File: src/hdl/oht_ram.sv
// Generic single-port-write, single-port-read RAM with registered read data.
// No dependencies.
module oht_ram #(
  parameter int WIDTH = 8,
  parameter int DEPTH = 256
) (
  input  logic                     clk,
  input  logic                     we,
  input  logic [$clog2(DEPTH)-1:0] waddr,
  input  logic [WIDTH-1:0]         wdata,
  input  logic [$clog2(DEPTH)-1:0] raddr,
  output logic [WIDTH-1:0]         rdata
);

  logic [WIDTH-1:0] mem [DEPTH];

  always_ff @(posedge clk) begin
    if (we) begin
      mem[waddr] <= wdata;
    end
    rdata <= mem[raddr];
  end

endmodule

File: config.mk
export PLATFORM = sky130hd
export DESIGN_NAME = oht_ram
export DESIGN_NICKNAME = d
export VERILOG_FILES = /design/src/hdl/oht_ram.sv
export SDC_FILE = /design/constraint.sdc
export NUM_CORES = 2
export LEC_CHECK = 0
export BUFFER_PORTS_ARGS = -buffer_cell sky130_fd_sc_hd__buf_4
export CORE_UTILIZATION = 65
export CTS_BUF_LIST = sky130_fd_sc_hd__clkbuf_8
export DETAILED_ROUTE_END_ITERATION = 7
export GPL_ROUTABILITY_DRIVEN = 1
export MAX_ROUTING_LAYER = met4
export PLACE_DENSITY = 0.82
export SLEW_MARGIN = 0
export SYNTH_ARGS = -nofsm -noshare
export SYNTH_HDL_FRONTEND = slang
export SYNTH_SLANG_ARGS = --single-unit
File: constraint.sdc
create_clock -name clk -period 2.9 [get_ports clk]
set_input_delay 0.145 -clock clk [delete_from_list [all_inputs] [get_ports clk]]
set_output_delay 0.145 -clock clk [all_outputs]
set_load 0.005 [all_outputs]
==> metrics.md <==
| Metric | Value |
|---|---|
| CP Data Arrival Time | `3.67 ns` |
| Synth top area share | `77.3%` |
| Multi-input logic area | `16500 um^2` |
| Initial core utilization | `66.0%` |
| H-tree depth | `5` |
| Clock Skew | `0.0471 ns` |
| Num ports | `34` |
| Initial DRT Pass Iterations | `6` |
| Initial DRC count | `7733` |
| CTS tree | `yes` |
| Initial antenna violation count | `7` |
| Global-route wire length before repair | `288000 um` |
| Die ar. | `124000 um^2` |
| Synth Flop Type | `edfxtp_1` |
| GP Congestion | `0.921` |
| Status | `finished clean` |
| Critical Path Fanout Max | `2` |
| Vias per std cell | `6.86` |
| Post-route ant nets | `0` |
| FF+latch count, synth | `2056` |
| Setup violators final | `0` |
| Fin. Hold Viols | `0` |
| Worst R2R Setup Slack | `0.04 ns` |
| Worst hold margin | `0.187 ns` |
| Synth async-reset ratio | `0%` |
| Global route overflow | `0` |
| Clock slew at reported path FFs | `0.07 ns` |
| Register area share after synthesis | `77.5%` |
| Worst setup EP type | `flip-flop` |
| Syn avg cell area | `21.3 um^2` |
| Seq. cell area | `61700 um^2` |
| Vias post-DR | `42500` |
| Syn. warnings | `0` |
| GRT Util Overall | `34.1%` |
| Critical Path RT | `3.72 ns` |
| Critical path type | `reg -> reg` |
| Die span in y | `352 um` |
| RSZ-0062 raised after global routing | `no` |
| Cts bufs inserted | `317` |
| P_leak | `0.0295 uW` |
| End of the critical path | `rdata[6]$_DFF_P_` |
| Worst slew pin tran | `1.38 ns` |
| Synth Instances | `3733` |
| Clk buf depth | `4` |
| Post-Route WL | `199000 um` |
| Max_cap viols | `0` |
| Number of synthesized flops with an enable pin | `2048` |
| Layout cells sized above 1 | `30.0%` |
| Largest net degree at the start of global routing | `119` |
| Worst Hold Class | `in -> reg` |
| Area Growth Syn to Fin | `13.7%` |
| Final HPWL DP | `125000 um` |
| Clk sink count | `2056` |
| CTS root buf | `clkbuf_8` |
| CP Launch Point | `mem[232][6]$_DFFE_PP_` |
| Final min period | `2.86 ns` |
| Final net count | `4384` |
| Port Buf Inserts | `33` |
| Power density over the cells | `634 nW/um^2` |
| Largest area contributor in the netlist | `edfxtp_1` |
| Synth top area cells | `edfxtp_1 77%, mux4_2 13%, mux2i_1 1.7%` |
| Fin Setup TNS | `0 ns` |
| Synthesized area | `79600 um^2` |
| Yosys cell types | `55` |
| Vias in the first global route | `42700` |
| Routed WL per cell | `32.0 um` |
| Startpoint Class | `flip-flop` |
| R2R depth | `5` |
| Worst R2R End | `rdata[6]$_DFF_P_` |
| Clock Latency Late Sink | `1.01 ns` |
| Synth Net Count | `3759` |
| Fillers | `5983` |
| Rows | `127` |
| Worst reg2reg path startpoint | `mem[232][6]$_DFFE_PP_` |
| DRC | `0` |
| Die X | `352 um` |
| Post-route clock period utilization | `98.5%` |
| Rel. slew slack | `7.40%` |
| Core area | `121000 um^2` |
| Max Fclk | `0.350 GHz` |
| Fin. max-slew vios | `0` |
| Maximum vdd drop | `0.000597 V` |
[metal layers]
metal,vias to the layer above,global-route usage (%),share of wire [%]
li1,17000,-,-
met1,21400,45.6,34
met2,3505,50.4,47
met3,612,8.33,14
met4,0,15.6,4.8
met5,-,-,0
[sequential cells by signal (all words and copies together) (netlist names)]
signal / cells
mem: 2048
rdata: 8
[critical path, cell delays in order, from the launching register on]
cell and delay [ns]:
edfxtp_1 0.38, mux4_2 0.49, o311ai_0 0.35, o22ai_1 0.22, nor4_1 1.17, nor4_2 0.09
[where the power goes]
part	total (uW)	leakage, uW	internal (uW)	switching (uW)
Combinational	3230	0.00779	1220	2010
Clock	21300	0.00320	10700	10600
Sequential	32800	0.0185	32800	68.8
Total	57300	0.0295	44700	12700
[per-stage QoR]
| step | area [um^2] | setup slack [ns] | total power [uW] | cells | utilization (%) |
|---|---|---|---|---|---|
| finish | 90500 | 0.0447 | 57300 | 6199 | 75.0 |
| global route | 90500 | 0.0703 | 58800 | 6194 | 75.0 |
| CTS | 90400 | 0.0128 | 57400 | 6186 | 75.0 |
| detailed placement | 84700 | -0.577 | 36600 | 5627 | 70.3 |
| global placement | 84700 | -0.621 | 36500 | 5626 | 70.2 |
| floorplan | 79600 | 0.817 | 35000 | 3733 | - |
[logic make-up (layout without fill, tap and decap cells)]
group / Yosys count / in the layout / share of synthesized area (%)
AO/OA/AOI/OAI: 385 / 385 / 3.42
buffers and inverters: 235 / 1076 / 1.83
multiplexers: 591 / 591 / 14.6
AND/OR/NAND/NOR: 466 / 466 / 2.63
flip-flops: 2056 / 2056 / 77.5
other: 0 / 13 / 0
[cell usage after synthesis (4+ instances only)]
| cell type | number |
|---|---|
| a211oi_1 | 16 |
| a21oi_1 | 96 |
| a221oi_1 | 13 |
| a22o_1 | 8 |
| a22oi_1 | 133 |
| and2_1 | 6 |
| buf_1 | 22 |
| buf_12 | 8 |
| buf_2 | 31 |
| buf_4 | 27 |
| buf_6 | 21 |
| buf_8 | 13 |
| clkbuf_1 | 111 |
| dfxtp_1 | 8 |
| edfxtp_1 | 2048 |
| mux2i_1 | 134 |
| mux4_2 | 454 |
| nand2_1 | 33 |
| nand2b_1 | 8 |
| nand3_1 | 34 |
| nand4_1 | 10 |
| nor2_1 | 282 |
| nor2b_1 | 31 |
| nor3_1 | 22 |
| nor4_1 | 24 |
| o211ai_1 | 10 |
| o21ai_0 | 10 |
| o221ai_1 | 46 |
| o22a_1 | 5 |
| o22ai_1 | 28 |
| o32ai_1 | 4 |
| or2_2 | 4 |
[area by class of cell]
| class | count | area share [%] |
|---|---|---|
| inverter | 2 | 0.00830 |
| clock inverter | 201 | 0.944 |
| multi-input combinational | 1442 | 18.2 |
| timing repair buffer | 539 | 5.32 |
| sequential | 2056 | 68.1 |
| clock buffer | 334 | 5.08 |
| tap | 1612 | 2.23 |
| antenna | 13 | 0.0360 |
[worst min path at each step]
| stage | start | to | slack [ns] | depth (start not counted) |
|---|---|---|---|---|
| 2_1_floorplan | wdata[0] | mem[0][0]$_DFFE_PP_ | 0.24 | 0 |
| 3_3_place_gp | rdata[6]$_DFF_P_ | rdata[6] | 0.64 | 1 |
| 3_5_place_dp | rdata[4]$_DFF_P_ | rdata[4] | 0.63 | 1 |
| 4_1_cts | raddr[3] | rdata[3]$_DFF_P_ | 0.1 | 5 |
| 5_1_grt | raddr[5] | rdata[6]$_DFF_P_ | 0.18 | 6 |
| 6_report | raddr[3] | rdata[3]$_DFF_P_ | 0.19 | 5 |
[what timing repair did]
action	CTS	global route
setup buffers	0	0
pin swaps	0	0
resized for setup	2	2
hold buffers	24	0
hold endpoints to repair	1426	0
endpoints found under the setup margin	2	2
[cells in the final DEF (no fill, tap or decap), drive strengths merged, types with 4 or more instances in the layout]
cell type    count
a221oi          14
nand4           10
clkinv          97
nand2           33
a2111oi          5
or2              4
o211ai          10
a211oi          16
nor3            22
a22oi          133
inv            104
nor2b           31
o221ai          47
o22ai           28
buf            507
mux2i          134
a21oi           96
mux4           456
o32ai            5
o22a             5
nand3           34
dfxtp            8
and2             6
dlygate4sd3     24
edfxtp        2048
o21ai           12
a22o             8
nand2b           8
nor2           282
clkbuf         342
diode           13
nor4            27
No activity file was read; power rests on OpenSTA's default activity.
