--- config.mk ---
export PLATFORM = sky130hd
export DESIGN_NAME = oht_mul
export DESIGN_NICKNAME = d
export VERILOG_FILES = /design/src/hdl/oht_pkg.sv /design/src/hdl/oht_mul.sv
export SDC_FILE = /design/constraint.sdc
export NUM_CORES = 2
export LEC_CHECK = 0
export BUFFER_PORTS_ARGS = -buffer_cell sky130_fd_sc_hd__buf_2
export CORE_UTILIZATION = 25
export CTS_BUF_LIST = sky130_fd_sc_hd__clkbuf_8
export CTS_CLUSTER_SIZE = 14
export DETAILED_ROUTE_END_ITERATION = 8
export GPL_TIMING_DRIVEN = 0
export PLACE_DENSITY = 0.44
export SLEW_MARGIN = 15
export SYNTH_ARGS = -nofsm -noshare
export SYNTH_HDL_FRONTEND = slang
export SYNTH_SLANG_ARGS = --single-unit
--- constraint.sdc ---
create_clock -name clk -period 10.2 [get_ports clk]
set_input_delay 2.04 -clock clk [delete_from_list [all_inputs] [get_ports clk]]
set_output_delay 2.04 -clock clk [all_outputs]
set_load 0.02 [all_outputs]
--- src/hdl/oht_pkg.sv ---
// Shared types and constants for the Otsu histogram threshold block.
// No dependencies; used by oht_mul, otsu_histogram_threshold and the bench.
package oht_pkg;

  localparam int GRAY_LEVELS = 256;
  localparam int BIN_W       = 8;
  localparam int CNT_W       = 17;
  localparam int SUM_W       = 25;
  localparam int HIST_W      = 17;
  localparam int WIDTH_W     = 9;
  localparam int CFG_ADDR_W  = 3;
  localparam int CFG_DATA_W  = 9;

  localparam logic [CNT_W-1:0]   COUNT_MAX = 17'h1FFFF;
  localparam logic [WIDTH_W-1:0] MAX_WIDTH = 9'd256;
  localparam logic [BIN_W-1:0]   MAX_ROW   = 8'd255;
  localparam logic [BIN_W-1:0]   EMPTY_THRESHOLD = 8'd255;

  localparam logic [WIDTH_W-1:0] RST_FRAME_WIDTH = 9'd188;
  localparam logic [BIN_W-1:0]   RST_FIRST_ROW   = 8'd40;
  localparam logic [BIN_W-1:0]   RST_MARGIN      = 8'd42;
  localparam logic [BIN_W-1:0]   RST_MIN_THR     = 8'd45;
  localparam logic [BIN_W-1:0]   RST_FALLBACK    = 8'd60;

  typedef enum logic [CFG_ADDR_W-1:0] {
    CFG_FRAME_WIDTH = 3'd0,
    CFG_FIRST_ROW   = 3'd1,
    CFG_MARGIN      = 3'd2,
    CFG_MIN_THR     = 3'd3,
    CFG_FALLBACK    = 3'd4
  } cfg_idx_t;

  localparam int MUL_A_W    = 86;
  localparam int MUL_B_W    = 48;
  localparam int MUL_P_W    = 128;
  localparam int DIGIT_W    = 16;
  localparam int MUL_DIGITS = MUL_B_W / DIGIT_W;
  localparam int MUL_K_W    = 2;

  typedef struct packed {
    logic               start;
    logic [MUL_A_W-1:0] a;
    logic [MUL_B_W-1:0] b;
  } mul_req_t;

  typedef struct packed {
    logic               done;
    logic [MUL_P_W-1:0] prod;
  } mul_rsp_t;

endpackage

--- src/hdl/oht_mul.sv ---
// Digit-serial unsigned multiplier, one 16-bit digit of the b operand per cycle.
// Depends on oht_pkg.
module oht_mul (
  input  logic              clk,
  input  logic              rst_n,
  input  oht_pkg::mul_req_t req,
  output oht_pkg::mul_rsp_t rsp
);

  logic [oht_pkg::MUL_A_W-1:0] a_r;
  logic [oht_pkg::MUL_B_W-1:0] b_r;
  logic [oht_pkg::MUL_P_W-1:0] acc_r;
  logic [oht_pkg::MUL_K_W-1:0] k_r;
  logic                        busy_r;
  logic                        done_r;
  logic [oht_pkg::MUL_P_W-1:0] pp;

  assign pp = oht_pkg::MUL_P_W'(a_r * b_r[oht_pkg::DIGIT_W-1:0]);

  always_ff @(posedge clk) begin
    if (!rst_n) begin
      busy_r <= 1'b0;
      done_r <= 1'b0;
      k_r    <= '0;
    end else begin
      done_r <= 1'b0;
      if (req.start) begin
        a_r    <= req.a;
        b_r    <= req.b;
        acc_r  <= '0;
        k_r    <= '0;
        busy_r <= 1'b1;
      end else if (busy_r) begin
        acc_r <= acc_r + (pp << (k_r * oht_pkg::DIGIT_W));
        b_r   <= b_r >> oht_pkg::DIGIT_W;
        k_r   <= k_r + 1'b1;
        if (k_r == oht_pkg::MUL_K_W'(oht_pkg::MUL_DIGITS - 1)) begin
          busy_r <= 1'b0;
          done_r <= 1'b1;
        end
      end
    end
  end

  assign rsp.done = done_r;
  assign rsp.prod = acc_r;

endmodule

==> run_results.csv <==
group,metric,value,unit
critical_path,critPathCapture,"acc_r[113]",
critical_path,cp.required,10.79,ns
synthesis,netlist_instances,7188,
cts,postCtsHoldBufs,0,
cts,worstSkewPairLatency,0.89,ns
synthesis,synth_nets,8803,
synthesis,avgSynthCellArea,8.66,sq um
critical_path,r2r-end,"acc_r[113]",
cells_and_area,layout-drive-gt1-share,0.187,
global_route,grt_max_degree,53,
cts,htree_levels,2,
cts,clk_pin_slew_worst_paths,0.08,ns
critical_path,cp-end-kind,"flop",
cts,cts_sinks,266,
routing,wl_per_cell,24.7,um
sta,final.min_clock_period,10.87,ns
routing,first_iter_violations,4220,
synthesis,yosysSeqAreaShare,0.128,
routing,vias_per_cell,4.83,
sta,max_slew_margin,0.118,
cts,cts-buffers-inserted,59,
critical_path,max_stage_delay,0.58,ns
worst_hold_path,hp-class,"flop to flop",
routing,ant_nets,0,
critical_path,worst-path-max-fanout,11,
critical_path,arrival,11.46,ns
die,fp.dieH,501,um
synthesis,synth-edff-count,262,
synthesis,yosys_warnings,0,
synthesis,yosys.area.top_type,"fa_1",
cells_and_area,final_nets,9324,
cts,cts_tree,"yes",
synthesis,synth_most_common_cell,"inv_1",
synthesis,netlist_area,62200,sq um
status,outcome,"finished with violations",
routing,drt-pass1-iter-count,6,
placement,place.gp.congestion,0.950,
critical_path,worstRegToRegCells,39,
global_route,grt_pass1_vias,55800,
critical_path,start_kind,"flop",
critical_path,crit_slowest_cell,"fa_1",
routing,route.detailed.drc,0,
routing,wirelength,274,mm
sta,rsz0062_at_grt,"true",
die,rows,182,
cts,cts_root_buf,"clkbuf_8",
status,violations,"setup timing",
die,start_util,0.252,
die,die_area,251000,sq um
placement,io_buffer_count,264,
sta,hold_viol_final,0,
sta,setup_viol,32,
sta,tightest_slew,1.32,ns
global_route,grt.total_usage,0.219,
critical_path,cp_common_cell,"fa_1",
critical_path,critical_path_class,"flop to flop",
cells_and_area,final_core_util,0.307,
sta,period_share,1.07,
die,dieWidth,501,um
flow_run,drv_cap,0,
cells_and_area,fillCellCount,26100,
sta,skew,0.0520,ns
synthesis,ys_async_sr_fraction,0,
global_route,grt_overflow,0,
global_route,grt_pass1_wl,399,mm
synthesis,synth-seq-cells,266,
synthesis,synthTopCellsByCount,"inv_1 (1328), nand2_1 (1218), fa_1 (1175), and2_1 (448), clkbuf_1 (376)",
critical_path,cp-startpoint,"b_r[10]",
critical_path,rrSetupSlack,-0.67,ns
global_route,grt_antenna_before_repair,27,
placement,pre_cts_ws,-4.11,ns
die,design.core.area,247000,sq um
placement,dpl.hpwl,225,mm
critical_path,reg2reg_from,"b_r[10]",
synthesis,synthFlopType,"edfxtp_1",
sta,fmax,92.0,MHz
cells_and_area,area_growth,21.7,%
cts,clock_path_buffers,3,
die,pin_count,266,
sta,setup_ws,-0.668,ns
synthesis,ys_types,83,
synthesis,yosys-top-cells-area,"fa_1 (38%), edfxtp_1 (13%), inv_1 (8.0%)",
routing,vias,53600,
synthesis,yosys.area.top_type_share,0.378,
sta,slew_violations,0,
final cells by class:
type | count | area (sq um) | share of cell area
flip-flops and latches | 266 | 7950 | 0.105
clock inverters | 45 | 439 | 0.00580
well taps | 3312 | 4140 | 0.0547
repair buffers | 542 | 3860 | 0.0510
plain buffers | 322 | 2180 | 0.0288
clock buffers | 62 | 853 | 0.0113
diodes | 19 | 47.5 | 0.000628
inverters | 1330 | 4990 | 0.0659
multi-input cells | 5188 | 51300 | 0.677
metal layers:
metal / vias to the layer above / GRT usage / part of all wire
met1: 27700 / 0.306 / 0.44
met2: 1972 / 0.343 / 0.44
li1: 23500 / - / -
met4: 4 / 0.0762 / 0.044
met5: - / 0 / 0.000098
met3: 371 / 0.0310 / 0.067
logic make-up (layout without fill, tap and decap cells):
kind of cell    Yosys count  count (layout)  share of synthesized area
xor+xnor                194             194                     0.0273
simple gates           2352            2352                      0.174
mux                     116             116                     0.0199
flops                   266             266                      0.128
other cells               0              19                          0
compound gates         1048            1048                      0.107
buf+inv                1734            2301                      0.105
fa+ha+maj              1478            1478                      0.439
metrics by stage:
| stage | TNS (ns) | instance area (sq um) | std cells | hold WS (ns) |
|---|---|---|---|---|
| final | -10.40 | 75700 | 11100 | 0.512 |
| after global routing | -21.50 | 75700 | 11100 | 0.527 |
| after CTS | -10.47 | 73600 | 11000 | 0.503 |
| after detailed placement | -249.41 | 68000 | 10800 | 0.532 |
| after global placement | -585.77 | 67700 | 10800 | 0.532 |
| after floorplan | 0 | 62200 | 7188 | 0.460 |
worst min path at each step:
stage	from	to	cells past startpoint
after global routing	b_r[20]	b_r[4]	1
after global placement	busy_r	k_r[1]	2
after CTS	b_r[31]	b_r[15]	1
final	b_r[31]	b_r[15]	1
after detailed placement	b_r[46]	b_r[30]	1
after floorplan	busy_r	done_r	2
registers in the layout, indices dropped and copies added (netlist names):
signal,flops
a_r,86
done_r,1
b_r,48
k_r,2
acc_r,128
busy_r,1
layout by cell type, fill, tap and decap left out, types with 96 or more instances in the layout:
cell / Yosys / routed
a21o_1: 135 / 135
a21oi_1: 352 / 273
and2_1: 448 / 446
buf_2: 10 / 278
buf_4: 1 / 246
clkbuf_2: 0 / 102
edfxtp_1: 262 / 262
fa_1: 1175 / 1161
ha_1: 303 / 214
inv_1: 1328 / 1330
nand2_1: 1218 / 1206
nand4_1: 96 / 96
nor2_1: 324 / 302
o21ai_0: 192 / 129
repair_timing:
item	4_1_cts	5_1_grt
endpoints found under the setup margin	107	78
pin swaps	114	97
resized for setup	795	391
buffers inserted	163	111
worst max-delay path, delay by kind of cell (launching register included):
kind	cells	cell delay, ns
fa+ha+maj	8	3.69
compound gates	12	2.96
simple gates	8	1.89
buf+inv	9	1.09
flops	1	0.41
mux	1	0.33
xor+xnor	1	0.22
Power is left out: the tool's default activity adds up to more than one toggle a clock period on the data nets, which glitch-free logic cannot reach.
